### src/hw/rtl/rgcp_pkg.sv
// Shared types and constants for the rectangle grid color pattern generator.
`default_nettype none

package rgcp_pkg;

    // Field widths
    localparam int COORD_W     = 12;
    localparam int GRID_W      = 8;
    localparam int COLOR_W     = 32;
    localparam int CFG_IDX_W   = 3;
    localparam int CFG_DATA_W  = 32;
    localparam int BPP_W       = 6;
    localparam int CHAN_W      = 12;

    // Front-to-back queue depth
    localparam int QUEUE_DEPTH = 2;
    localparam int QPTR_W      = $clog2(QUEUE_DEPTH);

    // Register indexes on the config port
    localparam logic [CFG_IDX_W-1:0] REG_H_RES          = 3'd0;
    localparam logic [CFG_IDX_W-1:0] REG_V_RES          = 3'd1;
    localparam logic [CFG_IDX_W-1:0] REG_RECT_COUNT     = 3'd2;
    localparam logic [CFG_IDX_W-1:0] REG_FIRST_COLOR    = 3'd3;
    localparam logic [CFG_IDX_W-1:0] REG_COLOR_STEP     = 3'd4;
    localparam logic [CFG_IDX_W-1:0] REG_DIRECT_COLOR   = 3'd5;
    localparam logic [CFG_IDX_W-1:0] REG_BITS_PER_PIXEL = 3'd6;
    localparam logic [CFG_IDX_W-1:0] REG_CHANNEL_SIZES  = 3'd7;

    // Front sequencer states
    typedef enum logic [0:0] {
        ST_RUN,
        ST_DIV
    } t_front_state;

    // Live configuration
    typedef struct packed {
        logic [COORD_W-1:0] h_res;
        logic [COORD_W-1:0] v_res;
        logic [GRID_W-1:0]  rect_count;
        logic [COLOR_W-1:0] first_color;
        logic [7:0]         color_step;
        logic               direct_color;
        logic [BPP_W-1:0]   bits_per_pixel;
        logic [CHAN_W-1:0]  channel_sizes;
    } t_cfg;

    // Classified pixel handed from front to back
    typedef struct packed {
        logic [COORD_W-1:0] x;
        logic [COORD_W-1:0] y;
        logic               draw;
        logic               frame_end;
        logic [GRID_W-1:0]  col;
        logic [GRID_W-1:0]  row;
    } t_job;

endpackage

`default_nettype wire

### src/hw/rtl/rect_grid_color_pattern_generator_core.sv
// Top level: config registers, front end, queue and color back end.
//
// Usage
//   Input channel (i_in_valid / o_in_ready, i_restart): one word per pixel tick.
//   i_restart = 1 restarts the scan at pixel 0,0; 0 advances one pixel.
//   Output channel (o_out_valid / i_out_ready): one word per input word with
//   coordinates, draw flag, color (zero when not drawn) and frame-end flag.
//   Config channel (i_cfg_valid / o_cfg_ready, i_cfg_index, i_cfg_data):
//   always ready; write only while no pixel is in flight.
// Timing
//   Ordinary pixels: one word per cycle while the queue has room; o_out_valid
//   rises after the queue write, two color stages and the output register.
//   Pixel 0,0: two 12-step restoring dividers recompute the rectangle size; the
//   front end holds that word until both finish and takes no new word meanwhile.
// Reset
//   Synchronous, active low; registers return to defaults, scan to 0,0,
//   rectangle sizes to zero until the first frame start.
// Stall
//   When the receiver holds off, the back end and the two-entry queue fill,
//   then o_in_ready drops; no word is lost.
`default_nettype none

module rect_grid_color_pattern_generator_core (
    input  logic                            i_clk,
    input  logic                            i_rst_n,
    input  logic                            i_cfg_valid,
    output logic                            o_cfg_ready,
    input  logic [rgcp_pkg::CFG_IDX_W-1:0]  i_cfg_index,
    input  logic [rgcp_pkg::CFG_DATA_W-1:0] i_cfg_data,
    input  logic                            i_in_valid,
    output logic                            o_in_ready,
    input  logic                            i_restart,
    output logic                            o_out_valid,
    input  logic                            i_out_ready,
    output logic [rgcp_pkg::COORD_W-1:0]    o_pixel_x,
    output logic [rgcp_pkg::COORD_W-1:0]    o_pixel_y,
    output logic                            o_draw,
    output logic [rgcp_pkg::COLOR_W-1:0]    o_pixel_color,
    output logic                            o_frame_end
);
    import rgcp_pkg::*;

    t_cfg r_cfg;
    t_job push_job, q_job;
    logic push, q_full, q_valid, q_ready;

    assign o_cfg_ready = 1'b1;

    // Config register file
    always_ff @(posedge i_clk) begin
        if (!i_rst_n) begin
            r_cfg.h_res          <= 12'd1024;
            r_cfg.v_res          <= 12'd768;
            r_cfg.rect_count     <= 8'd4;
            r_cfg.first_color    <= '0;
            r_cfg.color_step     <= 8'd1;
            r_cfg.direct_color   <= 1'b0;
            r_cfg.bits_per_pixel <= 6'd8;
            r_cfg.channel_sizes  <= 12'h555;
        end else if (i_cfg_valid && o_cfg_ready) begin
            unique case (i_cfg_index)
                REG_H_RES:          r_cfg.h_res          <= i_cfg_data[COORD_W-1:0];
                REG_V_RES:          r_cfg.v_res          <= i_cfg_data[COORD_W-1:0];
                REG_RECT_COUNT:     r_cfg.rect_count     <= i_cfg_data[GRID_W-1:0];
                REG_FIRST_COLOR:    r_cfg.first_color    <= i_cfg_data[COLOR_W-1:0];
                REG_COLOR_STEP:     r_cfg.color_step     <= i_cfg_data[7:0];
                REG_DIRECT_COLOR:   r_cfg.direct_color   <= i_cfg_data[0];
                REG_BITS_PER_PIXEL: r_cfg.bits_per_pixel <= i_cfg_data[BPP_W-1:0];
                REG_CHANNEL_SIZES:  r_cfg.channel_sizes  <= i_cfg_data[CHAN_W-1:0];
                default: ;
            endcase
        end
    end

    rgcp_front u_front (
        .i_clk      (i_clk),
        .i_rst_n    (i_rst_n),
        .i_cfg      (r_cfg),
        .i_in_valid (i_in_valid),
        .o_in_ready (o_in_ready),
        .i_restart  (i_restart),
        .o_push     (push),
        .o_job      (push_job),
        .i_full     (q_full)
    );

    rgcp_fifo u_fifo (
        .i_clk   (i_clk),
        .i_rst_n (i_rst_n),
        .i_push  (push),
        .i_job   (push_job),
        .o_full  (q_full),
        .o_valid (q_valid),
        .i_ready (q_ready),
        .o_job   (q_job)
    );

    rgcp_back u_back (
        .i_clk         (i_clk),
        .i_rst_n       (i_rst_n),
        .i_cfg         (r_cfg),
        .i_valid       (q_valid),
        .o_ready       (q_ready),
        .i_job         (q_job),
        .o_out_valid   (o_out_valid),
        .i_out_ready   (i_out_ready),
        .o_pixel_x     (o_pixel_x),
        .o_pixel_y     (o_pixel_y),
        .o_draw        (o_draw),
        .o_pixel_color (o_pixel_color),
        .o_frame_end   (o_frame_end)
    );

endmodule

`default_nettype wire

### src/hw/rtl/rgcp_div.sv
// Restoring divider, one quotient bit per cycle, for the rectangle size.
`default_nettype none

module rgcp_div (
    input  logic                         i_clk,
    input  logic                         i_rst_n,
    input  logic                         i_start,
    input  logic [rgcp_pkg::COORD_W-1:0] i_dividend,
    input  logic [rgcp_pkg::GRID_W-1:0]  i_divisor,
    output logic                         o_done,
    output logic [rgcp_pkg::COORD_W-1:0] o_quotient
);
    import rgcp_pkg::*;

    localparam int CNT_W = $clog2(COORD_W);
    localparam logic [CNT_W-1:0] LAST = CNT_W'(COORD_W - 1);

    logic               r_busy;
    logic               r_done;
    logic [CNT_W-1:0]   r_cnt;
    logic [COORD_W-1:0] r_quo;
    logic [GRID_W-1:0]  r_rem;
    logic [GRID_W-1:0]  r_div;

    logic [GRID_W:0] trial;
    logic [GRID_W:0] diff;
    logic            ge;

    // Shift in the next dividend bit and try a subtract
    always_comb begin
        trial = {r_rem, r_quo[COORD_W-1]};
        diff  = trial - {1'b0, r_div};
        ge    = trial >= {1'b0, r_div};
    end

    always_ff @(posedge i_clk) begin
        if (!i_rst_n) begin
            r_busy <= 1'b0;
            r_done <= 1'b0;
            r_cnt  <= '0;
        end else begin
            r_done <= 1'b0;
            if (i_start) begin
                r_busy <= 1'b1;
                r_cnt  <= '0;
            end else if (r_busy) begin
                r_cnt <= r_cnt + 1'b1;
                if (r_cnt == LAST) begin
                    r_busy <= 1'b0;
                    r_done <= 1'b1;
                end
            end
        end
    end

    // Datapath
    always_ff @(posedge i_clk) begin
        if (i_start) begin
            r_quo <= i_dividend;
            r_rem <= '0;
            r_div <= i_divisor;
        end else if (r_busy) begin
            r_rem <= ge ? diff[GRID_W-1:0] : trial[GRID_W-1:0];
            r_quo <= {r_quo[COORD_W-2:0], ge};
        end
    end

    // A zero count gives zero-size rectangles
    assign o_done     = r_done;
    assign o_quotient = (r_div == '0) ? '0 : r_quo;

endmodule

`default_nettype wire

### src/hw/rtl/rgcp_front.sv
// Front end: raster scan, grid counters, rectangle size latch, draw classification.
`default_nettype none

module rgcp_front (
    input  logic            i_clk,
    input  logic            i_rst_n,
    input  rgcp_pkg::t_cfg  i_cfg,
    input  logic            i_in_valid,
    output logic            o_in_ready,
    input  logic            i_restart,
    output logic            o_push,
    output rgcp_pkg::t_job  o_job,
    input  logic            i_full
);
    import rgcp_pkg::*;

    t_front_state r_state, n_state;

    logic [COORD_W-1:0] r_scan_x, r_scan_y, r_off_x, r_off_y, r_rect_w, r_rect_h;
    logic [GRID_W-1:0]  r_col, r_row;

    logic [COORD_W-1:0] n_scan_x, n_scan_y, n_off_x, n_off_y;
    logic [GRID_W-1:0]  n_col, n_row;

    logic [COORD_W-1:0] cur_x, cur_y, cur_off_x, cur_off_y;
    logic [GRID_W-1:0]  cur_col, cur_row;
    logic [COORD_W-1:0] size_w, size_h, quo_w, quo_h;
    logic [COORD_W:0]   x_inc, y_inc, offx_inc, offy_inc;
    logic               clear, frame_start, accept, div_start;
    logic               div_done_w, div_done_h, div_done;
    logic               line_end, frame_end, drawn;

    // Size dividers, run side by side at frame start
    rgcp_div u_div_w (
        .i_clk      (i_clk),
        .i_rst_n    (i_rst_n),
        .i_start    (div_start),
        .i_dividend (i_cfg.h_res),
        .i_divisor  (i_cfg.rect_count),
        .o_done     (div_done_w),
        .o_quotient (quo_w)
    );

    rgcp_div u_div_h (
        .i_clk      (i_clk),
        .i_rst_n    (i_rst_n),
        .i_start    (div_start),
        .i_dividend (i_cfg.v_res),
        .i_divisor  (i_cfg.rect_count),
        .o_done     (div_done_h),
        .o_quotient (quo_h)
    );

    assign div_done = div_done_w & div_done_h;

    // Position after an optional restart
    always_comb begin
        clear     = (r_state == ST_RUN) && i_restart;
        cur_x     = clear ? '0 : r_scan_x;
        cur_y     = clear ? '0 : r_scan_y;
        cur_off_x = clear ? '0 : r_off_x;
        cur_off_y = clear ? '0 : r_off_y;
        cur_col   = clear ? '0 : r_col;
        cur_row   = clear ? '0 : r_row;
        frame_start = (cur_x == '0) && (cur_y == '0);
    end

    // Sizes: fresh quotients on the frame-start pixel, latched otherwise
    always_comb begin
        size_w = (r_state == ST_DIV) ? quo_w : r_rect_w;
        size_h = (r_state == ST_DIV) ? quo_h : r_rect_h;
        drawn  = (size_w != '0) && (size_h != '0) &&
                 (cur_col < i_cfg.rect_count) && (cur_row < i_cfg.rect_count);
    end

    // Line / frame end and next position
    always_comb begin
        x_inc     = {1'b0, cur_x} + 1'b1;
        y_inc     = {1'b0, cur_y} + 1'b1;
        offx_inc  = {1'b0, cur_off_x} + 1'b1;
        offy_inc  = {1'b0, cur_off_y} + 1'b1;
        line_end  = (x_inc >= {1'b0, i_cfg.h_res}) || x_inc[COORD_W];
        frame_end = line_end && ((y_inc >= {1'b0, i_cfg.v_res}) || y_inc[COORD_W]);

        n_scan_x = cur_x;
        n_scan_y = cur_y;
        n_off_x  = cur_off_x;
        n_off_y  = cur_off_y;
        n_col    = cur_col;
        n_row    = cur_row;
        if (line_end) begin
            n_scan_x = '0;
            n_off_x  = '0;
            n_col    = '0;
            if (frame_end) begin
                n_scan_y = '0;
                n_off_y  = '0;
                n_row    = '0;
            end else begin
                n_scan_y = y_inc[COORD_W-1:0];
                if (size_h == '0) begin
                    n_off_y = '0;
                end else if (offy_inc >= {1'b0, size_h}) begin
                    n_off_y = '0;
                    if (cur_row != '1) n_row = cur_row + 1'b1;
                end else begin
                    n_off_y = offy_inc[COORD_W-1:0];
                end
            end
        end else begin
            n_scan_x = x_inc[COORD_W-1:0];
            if (size_w == '0) begin
                n_off_x = '0;
            end else if (offx_inc >= {1'b0, size_w}) begin
                n_off_x = '0;
                if (cur_col != '1) n_col = cur_col + 1'b1;
            end else begin
                n_off_x = offx_inc[COORD_W-1:0];
            end
        end
    end

    // Next state
    always_comb begin
        n_state = r_state;
        unique case (r_state)
            ST_RUN:  if (div_start) n_state = ST_DIV;
            ST_DIV:  if (div_done) n_state = ST_RUN;
            default: n_state = ST_RUN;
        endcase
    end

    // Sequencer outputs
    always_comb begin
        o_in_ready = (r_state == ST_RUN) && !i_full;
        accept     = i_in_valid && o_in_ready;
        div_start  = accept && frame_start;
        o_push     = (accept && !frame_start) || ((r_state == ST_DIV) && div_done);
    end

    assign o_job = '{x: cur_x, y: cur_y, draw: drawn, frame_end: frame_end,
                     col: cur_col, row: cur_row};

    always_ff @(posedge i_clk) begin
        if (!i_rst_n) begin
            r_state  <= ST_RUN;
            r_scan_x <= '0;
            r_scan_y <= '0;
            r_off_x  <= '0;
            r_off_y  <= '0;
            r_col    <= '0;
            r_row    <= '0;
            r_rect_w <= '0;
            r_rect_h <= '0;
        end else begin
            r_state <= n_state;
            if (div_start) begin
                // hold the restarted position while sizes are worked out
                r_scan_x <= cur_x;
                r_scan_y <= cur_y;
                r_off_x  <= cur_off_x;
                r_off_y  <= cur_off_y;
                r_col    <= cur_col;
                r_row    <= cur_row;
            end else if (o_push) begin
                r_scan_x <= n_scan_x;
                r_scan_y <= n_scan_y;
                r_off_x  <= n_off_x;
                r_off_y  <= n_off_y;
                r_col    <= n_col;
                r_row    <= n_row;
                if (r_state == ST_DIV) begin
                    r_rect_w <= quo_w;
                    r_rect_h <= quo_h;
                end
            end
        end
    end

endmodule

`default_nettype wire

### src/hw/rtl/rgcp_fifo.sv
// Two-entry queue of classified pixels between front and back.
`default_nettype none

module rgcp_fifo (
    input  logic           i_clk,
    input  logic           i_rst_n,
    input  logic           i_push,
    input  rgcp_pkg::t_job i_job,
    output logic           o_full,
    output logic           o_valid,
    input  logic           i_ready,
    output rgcp_pkg::t_job o_job
);
    import rgcp_pkg::*;

    localparam int CNT_W = $clog2(QUEUE_DEPTH + 1);
    localparam logic [CNT_W-1:0] FULL_CNT = CNT_W'(QUEUE_DEPTH);

    t_job               r_mem [QUEUE_DEPTH];
    logic [QPTR_W-1:0]  r_wr_ptr, r_rd_ptr;
    logic [CNT_W-1:0]   r_count;
    logic               pop;

    assign o_full  = (r_count == FULL_CNT);
    assign o_valid = (r_count != '0);
    assign o_job   = r_mem[r_rd_ptr];
    assign pop     = o_valid && i_ready;

    always_ff @(posedge i_clk) begin
        if (!i_rst_n) begin
            r_wr_ptr <= '0;
            r_rd_ptr <= '0;
            r_count  <= '0;
        end else begin
            if (i_push) r_wr_ptr <= r_wr_ptr + 1'b1;
            if (pop)    r_rd_ptr <= r_rd_ptr + 1'b1;
            case ({i_push, pop})
                2'b10:   r_count <= r_count + 1'b1;
                2'b01:   r_count <= r_count - 1'b1;
                default: r_count <= r_count;
            endcase
        end
    end

    // Entry storage
    always_ff @(posedge i_clk) begin
        if (i_push) r_mem[r_wr_ptr] <= i_job;
    end

endmodule

`default_nettype wire

### src/hw/rtl/rgcp_back.sv
// Back end: three-stage color pipeline ending in the output register.
`default_nettype none

module rgcp_back (
    input  logic                         i_clk,
    input  logic                         i_rst_n,
    input  rgcp_pkg::t_cfg               i_cfg,
    input  logic                         i_valid,
    output logic                         o_ready,
    input  rgcp_pkg::t_job               i_job,
    output logic                         o_out_valid,
    input  logic                         i_out_ready,
    output logic [rgcp_pkg::COORD_W-1:0] o_pixel_x,
    output logic [rgcp_pkg::COORD_W-1:0] o_pixel_y,
    output logic                         o_draw,
    output logic [rgcp_pkg::COLOR_W-1:0] o_pixel_color,
    output logic                         o_frame_end
);
    import rgcp_pkg::*;

    localparam int IDX_W  = 2 * GRID_W;
    localparam int PROD_W = IDX_W + 8;

    // Channel size, capped at a byte
    function automatic logic [3:0] chan_size(input logic [3:0] s);
        return (s > 4'd8) ? 4'd8 : s;
    endfunction

    function automatic logic [7:0] chan_mask(input logic [3:0] s);
        logic [8:0] m;
        m = (9'd1 << s) - 9'd1;
        return m[7:0];
    endfunction

    // Indexed wrap; depth of 32 or more keeps every bit
    function automatic logic [COLOR_W-1:0] bpp_mask(input logic [BPP_W-1:0] b);
        logic [COLOR_W:0] m;
        m = ({{COLOR_W{1'b0}}, 1'b1} << b) - 1'b1;
        return (b >= BPP_W'(COLOR_W)) ? '1 : m[COLOR_W-1:0];
    endfunction

    logic en1, en2, en3;

    logic               r1_valid, r2_valid, r3_valid;
    t_job               r1_job, r2_job;
    logic [IDX_W-1:0]   r1_rowrc;
    logic [7:0]         r1_colstep, r1_rowstep, r1_sumstep;
    logic [PROD_W-1:0]  r2_prod;
    logic [7:0]         r2_r, r2_g, r2_b;

    logic [IDX_W-1:0]   n1_rowrc;
    logic [7:0]         n1_colstep, n1_rowstep, n1_sumstep;
    logic [IDX_W-1:0]   idx;
    logic [PROD_W-1:0]  n2_prod;
    logic [7:0]         n2_r, n2_g, n2_b;
    logic [3:0]         rs, gs, bs;
    logic [4:0]         rg_shift;
    logic [COLOR_W-1:0] idx_color, rgb_color, n3_color;

    // Stall chain: a stage moves when the one after it frees up
    assign en3     = !r3_valid || i_out_ready;
    assign en2     = !r2_valid || en3;
    assign en1     = !r1_valid || en2;
    assign o_ready = en1;

    // Stage 1: grid products
    always_comb begin
        n1_rowrc   = IDX_W'(i_job.row) * IDX_W'(i_cfg.rect_count);
        n1_colstep = 8'(i_job.col * i_cfg.color_step);
        n1_rowstep = 8'(i_job.row * i_cfg.color_step);
        n1_sumstep = 8'((i_job.col + i_job.row) * i_cfg.color_step);
    end

    // Stage 2: index times step, channel wrap
    always_comb begin
        rs      = chan_size(i_cfg.channel_sizes[11:8]);
        gs      = chan_size(i_cfg.channel_sizes[7:4]);
        bs      = chan_size(i_cfg.channel_sizes[3:0]);
        idx     = r1_rowrc + IDX_W'(r1_job.col);
        n2_prod = PROD_W'(idx) * PROD_W'(i_cfg.color_step);
        n2_r    = (i_cfg.first_color[23:16] + r1_colstep) & chan_mask(rs);
        n2_g    = (i_cfg.first_color[15:8] + r1_rowstep) & chan_mask(gs);
        n2_b    = (i_cfg.first_color[7:0] + r1_sumstep) & chan_mask(bs);
    end

    // Stage 3: final add and pack
    always_comb begin
        rg_shift  = {1'b0, gs} + {1'b0, bs};
        idx_color = (i_cfg.first_color + COLOR_W'(r2_prod)) &
                    bpp_mask(i_cfg.bits_per_pixel);
        rgb_color = COLOR_W'(r2_b) | (COLOR_W'(r2_g) << bs) |
                    (COLOR_W'(r2_r) << rg_shift);
        if (!r2_job.draw)
            n3_color = '0;
        else if (i_cfg.direct_color)
            n3_color = rgb_color;
        else
            n3_color = idx_color;
    end

    always_ff @(posedge i_clk) begin
        if (!i_rst_n) begin
            r1_valid <= 1'b0;
            r2_valid <= 1'b0;
            r3_valid <= 1'b0;
        end else begin
            if (en1) r1_valid <= i_valid;
            if (en2) r2_valid <= r1_valid;
            if (en3) r3_valid <= r2_valid;
        end
    end

    always_ff @(posedge i_clk) begin
        if (en1) begin
            r1_job     <= i_job;
            r1_rowrc   <= n1_rowrc;
            r1_colstep <= n1_colstep;
            r1_rowstep <= n1_rowstep;
            r1_sumstep <= n1_sumstep;
        end
        if (en2) begin
            r2_job  <= r1_job;
            r2_prod <= n2_prod;
            r2_r    <= n2_r;
            r2_g    <= n2_g;
            r2_b    <= n2_b;
        end
        if (en3) begin
            o_pixel_x     <= r2_job.x;
            o_pixel_y     <= r2_job.y;
            o_draw        <= r2_job.draw;
            o_frame_end   <= r2_job.frame_end;
            o_pixel_color <= n3_color;
        end
    end

    assign o_out_valid = r3_valid;

endmodule

`default_nettype wire

### config.mk
export PLATFORM = sky130hd
export DESIGN_NAME = rect_grid_color_pattern_generator_core
export DESIGN_NICKNAME = d
export VERILOG_FILES = /design/src/hw/rtl/rgcp_pkg.sv /design/src/hw/rtl/rect_grid_color_pattern_generator_core.sv /design/src/hw/rtl/rgcp_div.sv /design/src/hw/rtl/rgcp_front.sv /design/src/hw/rtl/rgcp_fifo.sv /design/src/hw/rtl/rgcp_back.sv
export SDC_FILE = /design/constraint.sdc
export NUM_CORES = 2
export LEC_CHECK = 0
export CORE_UTILIZATION = 50
export CTS_CLUSTER_DIAMETER = 200
export DETAILED_ROUTE_END_ITERATION = 6
export DONT_BUFFER_PORTS = 1
export GPL_TIMING_DRIVEN = 0
export PLACE_DENSITY = 0.63
export RECOVER_POWER = 25
export SETUP_SLACK_MARGIN = 0.1
export SYNTH_ARGS = -nofsm -noshare
export SYNTH_HDL_FRONTEND = slang
export SYNTH_SLANG_ARGS = --single-unit
### constraint.sdc
create_clock -name i_clk -period 11.6 [get_ports i_clk]
set_input_delay 2.32 -clock i_clk [delete_from_list [all_inputs] [get_ports i_clk]]
set_output_delay 2.32 -clock i_clk [all_outputs]
set_load 0.01 [all_outputs]
==> flow_metrics.env <==
export IMPL_fmax_mhz=116.4
export IMPL_path_class="input pin to register"
export IMPL_synth_cell_types=102
export IMPL_io_pins=102
export IMPL_setup_viol=0
export IMPL_yosys_warnings=0
export IMPL_max_cap_violations=2
export IMPL_numCtsBuffers=58
export IMPL_dpl_cell_count=4757
export IMPL_drtAntennaViolNets=0
export IMPL_wl_per_cell_um=21.21
export IMPL_synth_seq_cells=538
export IMPL_clk_path_buf_depth=3
export IMPL_rows=98
export IMPL_peakVddDrop_v=0.0001367
export IMPL_clk_pin_slew_ns=0.06
export IMPL_drtIter0Drc=2563
export IMPL_die_w_um=272.8
export IMPL_drv_slew=85
export IMPL_die_area_sq_um=74430
export IMPL_ys_seq_area_share_pct=38.16
export IMPL_cp_end_kind="register"
export IMPL_drive_above_1_share_pct=4.802
export IMPL_grt_max_degree=59
export IMPL_routed_via_count=28088
export IMPL_place_congestion=0.9174
export IMPL_tns_ns=0
export IMPL_relSlewSlack_pct=-98.88
export IMPL_worstMarginPinSlew_ns=2.967
export IMPL_drc_errors=0
export IMPL_root_buffer="clkbuf_16"
export IMPL_status="complete, but fails checks"
export IMPL_syn2layout_area_growth_pct=8.994
export IMPL_antenna_found_initial=1
export IMPL_synth_ff_type="edfxtp_1"
export IMPL_worst_path_max_delay_cell="clkbuf_1"
export IMPL_startpoint_type="input pin"
export IMPL_min_path_type="register to register"
export IMPL_violations="capacitance limit, slew limit"
export IMPL_crit_fanout=10
export IMPL_clock_sinks=538
export IMPL_post_route_min_period_ns=8.594
export IMPL_synthArstFlopShare_pct=0
export IMPL_cp_arrival_ns=9.18
export IMPL_finalCritPeriodShare_pct=74.09
export IMPL_cp_common_cell="clkbuf_1"
export IMPL_p_per_area_nw_per_um2=183.2
export IMPL_reg2reg_depth=23
export IMPL_rsz0062_at_grt="false"
export IMPL_synthesis_nets=4294
export IMPL_final_instance_count_excl_fill=4865
export IMPL_rrSetupSlack_ns=3.85
export IMPL_min_path_cells=0
export IMPL_post_dp_hpwl_um=79150
export IMPL_critical_path_max_stage_delay_ns=0.60
export IMPL_grt_pass1_vias=27314
export IMPL_cts_max_level=2
export IMPL_die_h_um=272.8
export IMPL_grt_overflow=0
export IMPL_core_sq_um=71980
export IMPL_dr_pass1_iters=6
export IMPL_holdBufCountCts=0
export IMPL_worstSkewPairLatency_ns=0.66
export IMPL_syn_area_sq_um=36670
export IMPL_p_leak_nw=16.80
export IMPL_cts_tree="built"
export IMPL_critPathRequiredTime_ns=12.19
export IMPL_layout_commonest_cell="nand2_1"
export IMPL_synthCells=3803
export IMPL_io_buffers=0
export IMPL_hold_viol_final=0
export IMPL_track_usage_pct=27.73
export IMPL_synth_edff_count=322
export IMPL_cts_setup_buffers=0
export IMPL_avgSynthCellArea_sq_um=9.643
export IMPL_vias_per_cell=5.773
export IMPL_final_cell_mix="nand2_1, inv_1, edfxtp_1"
export IMPL_wl_um=103200
export IMPL_grt_pass1_wl_um=159500
export IMPL_nets=4358
export IMPL_cts_resized=0
export IMPL_start_util_pct=50.95
export IMPL_n_antenna_cell=0
export IMPL_fin_skew_ns=0.06620
==> cell usage after synthesis (all sizes together) (11+ instances only) <==
master,n,area [sq um]
nor4,23,207.7
inv,336,1261
fa,165,3303
xor2,63,551.8
xnor2,139,1217
o31ai,11,87.58
dfxtp,216,4324
nand3,87,435.4
nor3b,11,82.58
ha,285,3566
edfxtp,322,9669
o21a,22,165.2
a22oi,45,342.8
o211ai,27,216.5
nand4,38,259.0
nand2b,26,162.7
mux2i,54,540.5
a211oi,39,292.8
o21ai,131,663.1
nand2,424,1597
a21boi,14,105.1
o21bai,13,97.59
nor3,41,205.2
a21oi,251,1260
nor2b,127,797.0
mux2,40,450.4
a21o,52,390.4
and3,25,156.4
or3,22,137.6
clkbuf,123,461.7
a31oi,22,137.6
nor2,270,1023
buf,35,173.9
and2,150,938.4
==> path summary, 6_finish.rpt <==
kind,startpoint,to
setup / recovery,i_restart,u_front.r_scan_y[5]
hold reg to reg,u_back.r1_job[23],u_back.r2_job[23]
hold / removal,u_back.r1_job[23],u_back.r2_job[23]
setup reg to reg,register,u_back.r1_sumstep[7]
==> stage by stage <==
stage                     power, mW  instance area [sq um]  setup WS, ns  util (%)  hold slack, ns
after global placement        5.379                  37860         1.877     52.60          0.4025
after floorplan               4.602                  36670         4.903         -          0.4003
final                         7.321                  39970         3.006     55.53          0.4203
after detailed placement      5.414                  37990         3.024     52.78          0.4045
after global routing          7.748                  39970         2.716     55.53          0.4254
after CTS                     7.361                  39980         3.696     55.55          0.4212
==> layer usage <==
metal  vias to the layer above  routed length (um)  share of wire, %  global-route usage [%]
met1                     13667               44250                43                   36.84
met2                       907               50200                49                   47.64
met5                         -                   0                 0                       0
met4                         0                2988               2.9                   7.939
met3                       182                5739               5.6                   3.067
li1                      13332                   -                 -                       -
==> worst max-delay path: cells and delay by family <==
kind                       cells  cell delay [ns]
and+or+nand+nor                9             1.39
xor gates and xnor gates       1             0.25
AOI/OAI and AO/OA              5             1.13
adders and majority gates      2             0.58
buffers and inverters          8             3.49
==> power by group <==
part           internal [mW]  total (mW)  switching (mW)
combinational          0.963        2.61            1.64
clock                   1.12        1.93           0.815
sequential              2.53        2.78           0.250
total                   4.61        7.32            2.71
==> logic make-up (layout without fill, tap and decap cells) <==
| logic type | Yosys count | count (layout) | synth area share, % |
|---|---|---|---|
| other cells | 1 | 1 | 0.01023 |
| simple gates | 1282 | 1282 | 17.19 |
| compound gates | 735 | 735 | 13.03 |
| mux | 96 | 96 | 2.825 |
| buf+inv | 499 | 611 | 5.224 |
| fa+ha+maj | 450 | 450 | 18.73 |
| flops | 538 | 538 | 38.16 |
| xor+xnor | 202 | 202 | 4.824 |
==> registers in the layout, indices dropped and copies added (netlist names), 12 cells and up, named ones only <==
signal,flops
u_back.o_pixel_y,12
u_back.o_pixel_x,12
u_back.r1_job,34
u_fifo.r_mem,84
u_back.o_pixel_color,32
u_back.r2_prod,24
u_front.r_scan_x,12
r_cfg,91
u_back.r2_job,26
u_front.r_scan_y,12
u_front.r_off_y,12
u_front.r_rect_h,12
u_front.r_rect_w,12
u_front.u_div_w.r_quo,12
u_back.r1_rowrc,16
u_front.u_div_h.r_quo,12
u_front.r_off_x,12
==> final cells by class <==
cell class,count,area (sq um)
clock inverters,28,381.6
well taps,950,1189
clock buffers,80,1617
flip-flops and latches,538,13990
fillers,6425,32010
plain buffers,158,629.4
repair buffers,4,95.09
multi-input cells,2766,20780
inverters,341,1281
Power figures use the tool's default switching activity.
